## config.mk

```make
export PLATFORM = sky130hd
export DESIGN_NAME = canonical_huffman_bit_decoder_unit
export DESIGN_NICKNAME = d
export VERILOG_FILES = /design/src/rtl/chbd_pkg.sv /design/src/rtl/chbd_table.sv /design/src/rtl/canonical_huffman_bit_decoder_unit.sv
export SDC_FILE = /design/constraint.sdc
export NUM_CORES = 2
export LEC_CHECK = 0
export BUFFER_PORTS_ARGS = -buffer_cell sky130_fd_sc_hd__buf_2
export CORE_MARGIN = 3
export CORE_UTILIZATION = 30
export DETAILED_ROUTE_END_ITERATION = 10
export HOLD_SLACK_MARGIN = 0.12
export PLACE_DENSITY = 0.46
export SYNTH_ARGS = -nofsm -noshare
export SYNTH_HDL_FRONTEND = slang
export SYNTH_HIERARCHICAL = 1
export SYNTH_MEMORY_MAX_BITS = 65536
export SYNTH_SLANG_ARGS = --single-unit
export TNS_END_PERCENT = 10
```

## constraint.sdc

```tcl
create_clock -name clk -period 9.15 [get_ports clk]
set_input_delay 1.3725 -clock clk [delete_from_list [all_inputs] [get_ports clk]]
set_output_delay 1.3725 -clock clk [all_outputs]
set_load 0.05 [all_outputs]
```

## src/rtl/chbd_pkg.sv

```systemverilog
// Shared constants, codes and interface types of the canonical Huffman bit decoder.
package chbd_pkg;

  localparam int MAX_CODE_LEN = 32;
  localparam int ALPHA        = 256;
  localparam int SYM_W        = $clog2(ALPHA);
  localparam int LEN_W        = $clog2(MAX_CODE_LEN + 1);
  localparam int LADDR_W      = $clog2(MAX_CODE_LEN);
  localparam int CNT_W        = $clog2(ALPHA + 1);
  localparam int LEN_IN_W     = 8;
  localparam int TOTAL_W      = 48;
  localparam int STATUS_W     = 3;
  localparam int IN_DATA_W    = ((SYM_W + LEN_IN_W + 1 + 7) / 8) * 8;
  localparam int OUT_DATA_W   = ((STATUS_W + SYM_W + 7) / 8) * 8;

  typedef enum logic [STATUS_W-1:0] {
    ST_NONE     = 3'd0,
    ST_SYMBOL   = 3'd1,
    ST_OVERLONG = 3'd2,
    ST_REJECT   = 3'd3,
    ST_DONE     = 3'd4
  } status_t;

  typedef enum logic [2:0] {
    S_IDLE,
    S_LOAD,
    S_REBUILD,
    S_BIT,
    S_SYM
  } dec_state_t;

  typedef enum logic [2:0] {
    T_IDLE,
    T_CLEAR,
    T_COUNT,
    T_PREFIX,
    T_PLACE
  } tbl_state_t;

  typedef struct packed {
    logic               start;
    logic               len_we;
    logic [SYM_W-1:0]   len_addr;
    logic [LEN_W-1:0]   len_data;
    logic [LADDR_W-1:0] cnt_addr;
    logic [SYM_W-1:0]   sym_addr;
  } tbl_req_t;

  typedef struct packed {
    logic             done;
    logic [LEN_W-1:0] longest;
    logic [CNT_W-1:0] cnt;
    logic [SYM_W-1:0] sym;
  } tbl_rsp_t;

endpackage

```

## src/rtl/chbd_table.sv

```systemverilog
// Code length store, per-length counts and the serial rebuild of the sorted symbol table.
module chbd_table (
  input  logic               clk,
  input  logic               rst,
  input  chbd_pkg::tbl_req_t req,
  output chbd_pkg::tbl_rsp_t rsp
);
  import chbd_pkg::*;

  tbl_state_t         tstate;
  tbl_state_t         tstate_next;
  logic [LEN_W-1:0]   len_mem [ALPHA];
  logic [ALPHA-1:0]   len_vld;
  logic [LEN_W-1:0]   len_raw;
  logic               len_raw_vld;
  logic [LEN_W-1:0]   len_q;
  logic [CNT_W-1:0]   cnt [MAX_CODE_LEN];
  logic [CNT_W-1:0]   slot [MAX_CODE_LEN];
  logic [SYM_W-1:0]   sorted [ALPHA];
  logic [SYM_W-1:0]   sym_q;
  logic [CNT_W-1:0]   scan;
  logic [CNT_W-1:0]   acc;
  logic               rd_v;
  logic [SYM_W-1:0]   rd_sym;
  logic [LADDR_W-1:0] len_m1;
  logic [LADDR_W-1:0] cnt_addr;
  logic [CNT_W-1:0]   cnt_rd;
  logic [CNT_W-1:0]   slot_rd;
  logic [LEN_W-1:0]   longest;
  logic               scan_end;
  logic               prefix_end;
  logic               rd_hit;
  logic               sorted_we;
  logic               done;

  assign len_q      = len_raw_vld ? len_raw : '0;
  assign len_m1     = LADDR_W'(len_q - LEN_W'(1));
  assign scan_end   = (scan == CNT_W'(ALPHA));
  assign prefix_end = (scan[LADDR_W-1:0] == LADDR_W'(MAX_CODE_LEN - 1));
  assign rd_hit     = rd_v && (len_q != '0);
  assign sorted_we  = (tstate == T_PLACE) && rd_hit;

  always_comb begin
    case (tstate)
      T_COUNT:  cnt_addr = len_m1;
      T_PREFIX: cnt_addr = scan[LADDR_W-1:0];
      default:  cnt_addr = req.cnt_addr;
    endcase
  end

  assign cnt_rd  = cnt[cnt_addr];
  assign slot_rd = slot[len_m1];

  always_ff @(posedge clk) begin
    if (req.len_we) begin
      len_mem[req.len_addr] <= req.len_data;
    end
    len_raw <= len_mem[scan[SYM_W-1:0]];
  end

  always_ff @(posedge clk) begin
    if (rst) begin
      len_vld <= '0;
    end else if (req.len_we) begin
      len_vld[req.len_addr] <= 1'b1;
    end
  end

  always_ff @(posedge clk) begin
    len_raw_vld <= len_vld[scan[SYM_W-1:0]];
  end

  always_ff @(posedge clk) begin
    if (sorted_we) begin
      sorted[slot_rd[SYM_W-1:0]] <= rd_sym;
    end
    sym_q <= sorted[req.sym_addr];
  end

  always_ff @(posedge clk) begin
    if (rst) begin
      tstate <= T_IDLE;
    end else begin
      tstate <= tstate_next;
    end
  end

  always_comb begin
    tstate_next = tstate;
    done        = 1'b0;
    case (tstate)
      T_IDLE: begin
        if (req.start) begin
          tstate_next = T_CLEAR;
        end
      end
      T_CLEAR: begin
        tstate_next = T_COUNT;
      end
      T_COUNT: begin
        if (scan_end) begin
          tstate_next = T_PREFIX;
        end
      end
      T_PREFIX: begin
        if (prefix_end) begin
          tstate_next = T_PLACE;
        end
      end
      T_PLACE: begin
        if (scan_end) begin
          done        = 1'b1;
          tstate_next = T_IDLE;
        end
      end
      default: begin
        tstate_next = T_IDLE;
      end
    endcase
  end

  // Length reads come back in the cycle after the scan address, so the scan
  // index travels alongside as rd_sym.
  always_ff @(posedge clk) begin
    rd_v   <= ((tstate == T_COUNT) || (tstate == T_PLACE)) && !scan_end;
    rd_sym <= scan[SYM_W-1:0];
    case (tstate)
      T_CLEAR: begin
        scan    <= '0;
        acc     <= '0;
        longest <= '0;
        for (int k = 0; k < MAX_CODE_LEN; k++) begin
          cnt[k] <= '0;
        end
      end
      T_COUNT: begin
        if (rd_hit) begin
          cnt[len_m1] <= cnt_rd + CNT_W'(1);
          if (len_q > longest) begin
            longest <= len_q;
          end
        end
        scan <= scan_end ? '0 : scan + CNT_W'(1);
      end
      T_PREFIX: begin
        slot[scan[LADDR_W-1:0]] <= acc;
        acc  <= acc + cnt_rd;
        scan <= prefix_end ? '0 : scan + CNT_W'(1);
      end
      T_PLACE: begin
        if (rd_hit) begin
          slot[len_m1] <= slot_rd + CNT_W'(1);
        end
        if (!scan_end) begin
          scan <= scan + CNT_W'(1);
        end
      end
      default: begin
      end
    endcase
  end

  assign rsp.done    = done;
  assign rsp.longest = longest;
  assign rsp.cnt     = cnt_rd;
  assign rsp.sym     = sym_q;

endmodule

```

## src/rtl/canonical_huffman_bit_decoder_unit.sv

```systemverilog
// Top level of the canonical Huffman bit decoder with stream ports and the symbol count register.
// A load transfer passes through the idle and load states and a bit transfer through the idle
// and bit states, plus the symbol state when it completes a symbol, because the sorted symbol
// memory has a registered read port. The first bit after an accepted load first rebuilds the
// tables: a clear step, a pass over the code length memory to count lengths, prefix sums over
// the per-length counts and a second pass that places symbols. Decoding walks the code one
// bit at a time, keeping only the narrow offset of the partial code from the first code of
// its length, so each bit costs one count lookup, a 10-bit compare and subtract, and a
// 48-bit compare against the symbol count. Each transfer produces exactly one result.
module canonical_huffman_bit_decoder_unit (
  input  logic                             clk,
  input  logic                             rst,
  input  logic                             s_tvalid,
  output logic                             s_tready,
  input  logic [chbd_pkg::IN_DATA_W-1:0]   s_tdata,   // symbol, length, code_bit
  input  logic                             s_tuser,   // operation
  output logic                             m_tvalid,
  input  logic                             m_tready,
  output logic [chbd_pkg::OUT_DATA_W-1:0]  m_tdata,   // status, symbol_out
  output logic                             m_tlast,
  input  logic                             cfg_write,
  input  logic [chbd_pkg::TOTAL_W-1:0]     cfg_data
);
  import chbd_pkg::*;

  dec_state_t          state;
  dec_state_t          state_next;
  tbl_req_t            req;
  tbl_rsp_t            rsp;
  logic [TOTAL_W-1:0]  total;
  logic [TOTAL_W-1:0]  emitted;
  logic [TOTAL_W-1:0]  emitted_inc;
  logic                stale;
  logic [SYM_W-1:0]    in_sym;
  logic [LEN_IN_W-1:0] in_len;
  logic                in_bit;
  logic [LEN_W-1:0]    pl;
  logic [LEN_W-1:0]    pl_inc;
  logic [CNT_W-1:0]    code_ofs;
  logic [CNT_W-1:0]    sym_base;
  logic                dead;
  logic [CNT_W:0]      d;
  logic [CNT_W:0]      d_rem;
  logic                hit_c;
  logic                overlong;
  logic                done_reached;
  logic                last_q;
  logic                out_free;
  logic                out_load;
  status_t             out_status;
  logic [SYM_W-1:0]    out_symbol;
  logic                out_last;
  logic                clr_part;
  logic                clr_emit;
  logic                step_dec;
  logic                hit;
  logic                stale_set;
  logic                stale_clr;
  logic                accept;

  chbd_table u_table (
    .clk (clk),
    .rst (rst),
    .req (req),
    .rsp (rsp)
  );

  assign accept       = s_tvalid && s_tready;
  assign out_free     = !m_tvalid || m_tready;
  assign emitted_inc  = emitted + TOTAL_W'(1);
  assign done_reached = (emitted >= total);
  assign pl_inc       = pl + LEN_W'(1);
  assign overlong     = (pl_inc > rsp.longest);
  assign d            = {code_ofs, in_bit};
  assign d_rem        = d - {1'b0, rsp.cnt};
  assign hit_c        = !dead && (d < {1'b0, rsp.cnt});

  always_ff @(posedge clk) begin
    if (rst) begin
      total <= '0;
    end else if (cfg_write) begin
      total <= cfg_data;
    end
  end

  always_ff @(posedge clk) begin
    if (accept) begin
      in_sym <= s_tdata[SYM_W-1:0];
      in_len <= s_tdata[SYM_W+LEN_IN_W-1:SYM_W];
      in_bit <= s_tdata[SYM_W+LEN_IN_W];
    end
  end

  always_ff @(posedge clk) begin
    if (rst) begin
      state <= S_IDLE;
    end else begin
      state <= state_next;
    end
  end

  always_comb begin
    state_next   = state;
    s_tready     = 1'b0;
    out_load     = 1'b0;
    out_status   = ST_NONE;
    out_symbol   = '0;
    out_last     = 1'b0;
    clr_part     = 1'b0;
    clr_emit     = 1'b0;
    step_dec     = 1'b0;
    hit          = 1'b0;
    stale_set    = 1'b0;
    stale_clr    = 1'b0;
    req          = '0;
    req.len_addr = in_sym;
    req.len_data = LEN_W'(in_len);
    req.cnt_addr = pl[LADDR_W-1:0];
    req.sym_addr = SYM_W'(sym_base + d);
    case (state)
      S_IDLE: begin
        s_tready = 1'b1;
        if (s_tvalid) begin
          if (!s_tuser) begin
            state_next = S_LOAD;
          end else if (stale) begin
            req.start  = 1'b1;
            state_next = S_REBUILD;
          end else begin
            state_next = S_BIT;
          end
        end
      end
      S_LOAD: begin
        if (out_free) begin
          out_load = 1'b1;
          if (in_len > LEN_IN_W'(MAX_CODE_LEN)) begin
            out_status = ST_REJECT;
          end else begin
            req.len_we = 1'b1;
            clr_part   = 1'b1;
            clr_emit   = 1'b1;
            stale_set  = 1'b1;
          end
          state_next = S_IDLE;
        end
      end
      S_REBUILD: begin
        if (rsp.done) begin
          stale_clr  = 1'b1;
          state_next = S_BIT;
        end
      end
      S_BIT: begin
        if (out_free) begin
          if (done_reached) begin
            out_load   = 1'b1;
            out_status = ST_DONE;
            state_next = S_IDLE;
          end else if (overlong) begin
            out_load   = 1'b1;
            out_status = ST_OVERLONG;
            clr_part   = 1'b1;
            state_next = S_IDLE;
          end else if (hit_c) begin
            hit        = 1'b1;
            clr_part   = 1'b1;
            state_next = S_SYM;
          end else begin
            out_load   = 1'b1;
            step_dec   = 1'b1;
            state_next = S_IDLE;
          end
        end
      end
      S_SYM: begin
        out_load   = 1'b1;
        out_status = ST_SYMBOL;
        out_symbol = rsp.sym;
        out_last   = last_q;
        state_next = S_IDLE;
      end
      default: begin
        state_next = S_IDLE;
      end
    endcase
  end

  // The partial code is held as its offset from the first code of its length,
  // already reduced by that length's count. Once the offset no longer fits in
  // its CNT_W bits, no code can match and the dead flag sticks.
  always_ff @(posedge clk) begin
    if (rst) begin
      pl       <= '0;
      code_ofs <= '0;
      sym_base <= '0;
      dead     <= 1'b0;
      emitted  <= '0;
      stale    <= 1'b1;
    end else begin
      if (stale_set) begin
        stale <= 1'b1;
      end else if (stale_clr) begin
        stale <= 1'b0;
      end
      if (clr_part) begin
        pl       <= '0;
        code_ofs <= '0;
        sym_base <= '0;
        dead     <= 1'b0;
      end else if (step_dec) begin
        pl       <= pl_inc;
        code_ofs <= d_rem[CNT_W-1:0];
        dead     <= dead || d_rem[CNT_W];
        sym_base <= sym_base + rsp.cnt;
      end
      if (clr_emit) begin
        emitted <= '0;
      end else if (hit) begin
        emitted <= emitted_inc;
      end
    end
  end

  always_ff @(posedge clk) begin
    if (hit) begin
      last_q <= (emitted_inc == total);
    end
  end

  always_ff @(posedge clk) begin
    if (rst) begin
      m_tvalid <= 1'b0;
    end else if (out_load) begin
      m_tvalid <= 1'b1;
    end else if (m_tready) begin
      m_tvalid <= 1'b0;
    end
  end

  always_ff @(posedge clk) begin
    if (out_load) begin
      m_tdata <= OUT_DATA_W'({out_symbol, out_status});
      m_tlast <= out_last;
    end
  end

  a_sym_slot_free: assert property (@(posedge clk) disable iff (rst)
    (state == S_SYM) |-> !m_tvalid)
    else $error("Symbol result found the output register still occupied.");

  a_no_stale_decode: assert property (@(posedge clk) disable iff (rst)
    (state == S_BIT) |-> !stale)
    else $error("Bit decoded against a stale code table.");

  a_load_marks_stale: assert property (@(posedge clk) disable iff (rst)
    (state == S_LOAD && out_free && in_len <= LEN_IN_W'(MAX_CODE_LEN)) |=> stale)
    else $error("Accepted length load did not mark the table stale.");

  a_partial_bounded: assert property (@(posedge clk) disable iff (rst)
    !stale |-> (pl <= rsp.longest))
    else $error("Partial code length exceeds the longest code length.");

endmodule
```

==> qor.csv <==
stage;metric;value;unit
power_and_ir_drop;internal_power;0.0361;W
floorplanning;pin_count;97;
floorplanning;die_x;788;um
setup_path;slowest_stage;o31ai_1;
global_routing;grt_pass1_wl;710000;um
floorplanning;rows;286;
global_routing;antenna_found_initial;31;
cells_and_area;finalNetCount;10100;
hold_path;hold_path.class;reg -> reg;
setup_path;endpoint_kind;register;
place;placedInstanceArea;194000;um^2
floorplanning;core;608000;um^2
setup_path;r2r_end;emitted[36];
sta;fin_setup_tns;0;ns
setup_path;setup.worst_path.class;reg -> reg;
drt;wl_per_cell;26.8;um
sta;whs;0.463;ns
yosys;yosys-top-cells-count;4181 x edfxtp_1, 1359 x nor2_1, 1357 x mux4_2;
setup_path;critPathMaxStageDelay;0.72;ns
yosys;synth_top_area_share;68.4;%
yosys;synth_area_per_cell;18.9;um^2
cts;numClockSinks;4589;
flow_run;maxCapViolCount;0;
setup_path;path_cells;and2_1, inv_4, ha_1, nand4bb_1, a21oi_1, o31ai_1, and2_0, nand2_1, o21ai_0, or2_1, inv_1, ha_1, nor2b_1, o31ai_1, a21oi_1, o41ai_2, nand4b_1, buf_4, or4_1, a21oi_1;
yosys;synth-edff-count;4181;
setup_path;cp-startpoint;u_table/len_raw_vld;
power_and_ir_drop;clkPwrFrac;44.8;%
yosys;ys_warn_count;6;
setup_path;path_common_cell;a21oi_1;
drt;viasPerCell;5.04;
setup_path;cp.arrival;8.87;ns
yosys;yosysMostFrequentCell;edfxtp_1;
cells_and_area;multiInputGateArea;47600;um^2
cts;clkTransAtPathRegs;0.06;ns
place;hpwl;294000;um
cells_and_area;area_delta_synth_final;15.0;%
power_and_ir_drop;power.switching;0.0103;W
yosys;synth_area_leaders;edfxtp_1 68%, mux4_2 17%, dfxtp_1 4.4%, nor2_1 2.8%, clkbuf_1 0.73%;
power_and_ir_drop;power.share.sequential;50.0;%
cts;worstSkewPairLatency;1.06;ns
status;outcome;finished, final reports clean;
cells_and_area;fillCellCount;56700;
sta;fin_crit;7.95;ns
yosys;async_flop_share;0;%
setup_path;timing.rr.start;u_table/len_raw_vld;
drt;postRouteWirelength;492000;um
power_and_ir_drop;total_power;0.0463;W
global_routing;grt_pass1_vias;96100;
cts;postCtsHoldBufs;0;
power_and_ir_drop;p_per_area;220;nW/um^2
sta;hold_violations;0;
drt;initialDrtViolationCount;7769;
cts;clk_path_buf_depth;4;
drt;via_count;92800;
sta;setup_viol;0;
setup_path;worstPathRequired;10.08;ns
cts;cts_resized;0;
sta;finalMaxSlewViolations;0;
power_and_ir_drop;peakVddDrop;0.181;mV
yosys;syn_inst;9700;
cts;cts_tree;built;
cells_and_area;final_util;34.7;%
cts;cts_setup_buffers;0;
setup_path;worstSetupStartpointType;register;
global_routing;grt_usage;15.5;%
cells_and_area;final_cell_area;211000;um^2
setup_path;crit_end;emitted[36];
sta;timing.final.crit_share;86.9;%
yosys;syn-cell-area;184000;um^2
power_and_ir_drop;swShare;22.2;%
cells_and_area;drive_gt1_share;24.5;%
yosys;ys.flop_type;edfxtp_1;
sta;maxSlewHeadroom;13.4;%
place;io_buffer_count;84;
yosys;seq_area_frac_synth;72.8;%
yosys;yosysTopAreaCell;edfxtp_1;
floorplanning;die_h;788;um
sta;tightest_slew;1.29;ns
drt;ant_nets;0;
yosys;synthDistinctLibCells;92;
setup_path;r2r_cells;20;
floorplanning;initial_core_util;30.2;%
power_and_ir_drop;comb_power_share;5.2;%
drt;drt-pass1-iter-count;6;
floorplanning;die-area;621000;um^2
sta;rsz0062_at_grt;no;
place;globalplace.congestion;0.784;
global_routing;gr-total-overflow;0;
yosys;ys_ff_latch;4589;
sta;skew;0.0629;ns
sta;max_freq;126;MHz
cells_and_area;regArea;134000;um^2
cts;htree_levels;6;
power_and_ir_drop;leakage;65.1;nW
drt;drc;0;
setup_path;worstPathMaxFanout;95;
cts;numCtsBuffers;524;
setup_path;reg2reg_setup_slack;1.20;ns
global_routing;grt_max_degree;201;
cts;clockRootBuffer;clkbuf_16;
==> worst max-delay path, delay by kind of cell (launching register included) <==
family	cells	cell delay, ns
AO/OA/AOI/OAI	7	2.50
adder cells (fa/ha/maj)	2	0.77
buffers and inverters	3	0.80
flip-flops	1	0.70
AND/OR/NAND/NOR	8	3.02
==> registers in the layout, summed over array words and instances (netlist names), 11 cells and up <==
| signal | flops |
|---|---|
| u_table/len_vld | 256 |
| total | 48 |
| emitted | 48 |
| m_tdata | 11 |
| u_table/sorted | 2048 |
| u_table/slot | 256 |
| u_table/len_mem | 1536 |
| u_table/cnt | 288 |
==> cells in the final DEF (no fill, tap or decap), drive strengths merged, types with 18 or more instances in the layout <==
| master | Yosys | final |
|---|---|---|
| edfxtp | 4181 | 4181 |
| nor2 | 1359 | 1359 |
| mux4 | 1357 | 1357 |
| clkbuf | 357 | 687 |
| dfxtp | 408 | 408 |
| nand2 | 354 | 354 |
| buf | 225 | 252 |
| clkinv | 0 | 194 |
| a21oi | 169 | 169 |
| nand3 | 141 | 141 |
| inv | 113 | 133 |
| mux2i | 105 | 105 |
| ha | 105 | 105 |
| o21ai | 90 | 90 |
| xnor2 | 68 | 68 |
| nor3 | 60 | 60 |
| nand4 | 44 | 44 |
| or3 | 44 | 44 |
| and3 | 39 | 39 |
| bufinv | 0 | 37 |
| or4 | 34 | 34 |
| xor2 | 34 | 34 |
| and2 | 34 | 34 |
| nor2b | 32 | 32 |
| o31ai | 32 | 32 |
| o21ba | 30 | 30 |
| nor4 | 27 | 27 |
| nand2b | 19 | 19 |
| and4 | 18 | 18 |
==> final cells by class <==
cell class	instances	share of cell area [%]
flip-flops and latches	4589	63.4
multi-input cells	4420	22.5
clock buffers	687	6.78
well taps	8064	4.78
clock inverters	267	1.38
repair buffers	252	0.944
inverters	113	0.206
diodes	6	0.00711
==> cell families (layout without fill, tap and decap cells) <==
kind of cell               Yosys count  count (layout)  synth area share, %
and+or+nand+nor                   2229            2229                 5.30
buffers and inverters              695            1319                 1.54
muxes                             1469            1469                 17.3
AOI/OAI and AO/OA                  506             506                 1.82
other                                1              11              0.00204
DFF                               4589            4589                 72.8
adders and majority gates          109             109                0.759
xor gates and xnor gates           102             102                0.495
==> layer usage <==
metal  wire length, um  share of wire [%]  up-vias  track usage (%)
li1                  -                  -    39400                -
met1            214000                 43    50100             21.3
met2            242000                 49     2595             25.9
met3             25300                5.1      651             2.29
met4             11800                2.4        4             3.65
met5                33             0.0067        -                0
==> worst min path at each step <==
stage	start	endpoint	slack [ns]	cells past startpoint
floorplan	u_table/scan[2]	u_table/rd_sym[2]	0.35	0
global placement	u_table/len_vld[150]	u_table/len_vld[150]	0.44	2
detailed placement	u_table/len_vld[86]	u_table/len_vld[86]	0.45	2
CTS	s_tdata[1]	in_sym[1]	0.38	1
global route	s_tdata[14]	in_len[6]	0.41	1
finish	u_table/len_vld[86]	u_table/len_vld[86]	0.46	2
==> stage by stage <==
step	std cells	setup slack [ns]
3_3_place_gp	17400	1.50
4_1_cts	18400	1.27
6_report	18400	1.20
5_1_grt	18400	0.583
3_5_place_dp	17400	1.34
2_1_floorplan	9704	2.61
==> power by group through the flow <==
stage / clock network [W] / registers (W) / logic [W]
2_1_floorplan: 0 / 0.0238 / 0.00136
4_1_cts: 0.0214 / 0.0232 / 0.00247
6_report: 0.0208 / 0.0232 / 0.00240
5_1_grt: 0.0222 / 0.0232 / 0.00258
3_3_place_gp: 0 / 0.0236 / 0.00241
3_5_place_dp: 0 / 0.0236 / 0.00246
Power figures use the tool's default switching activity.
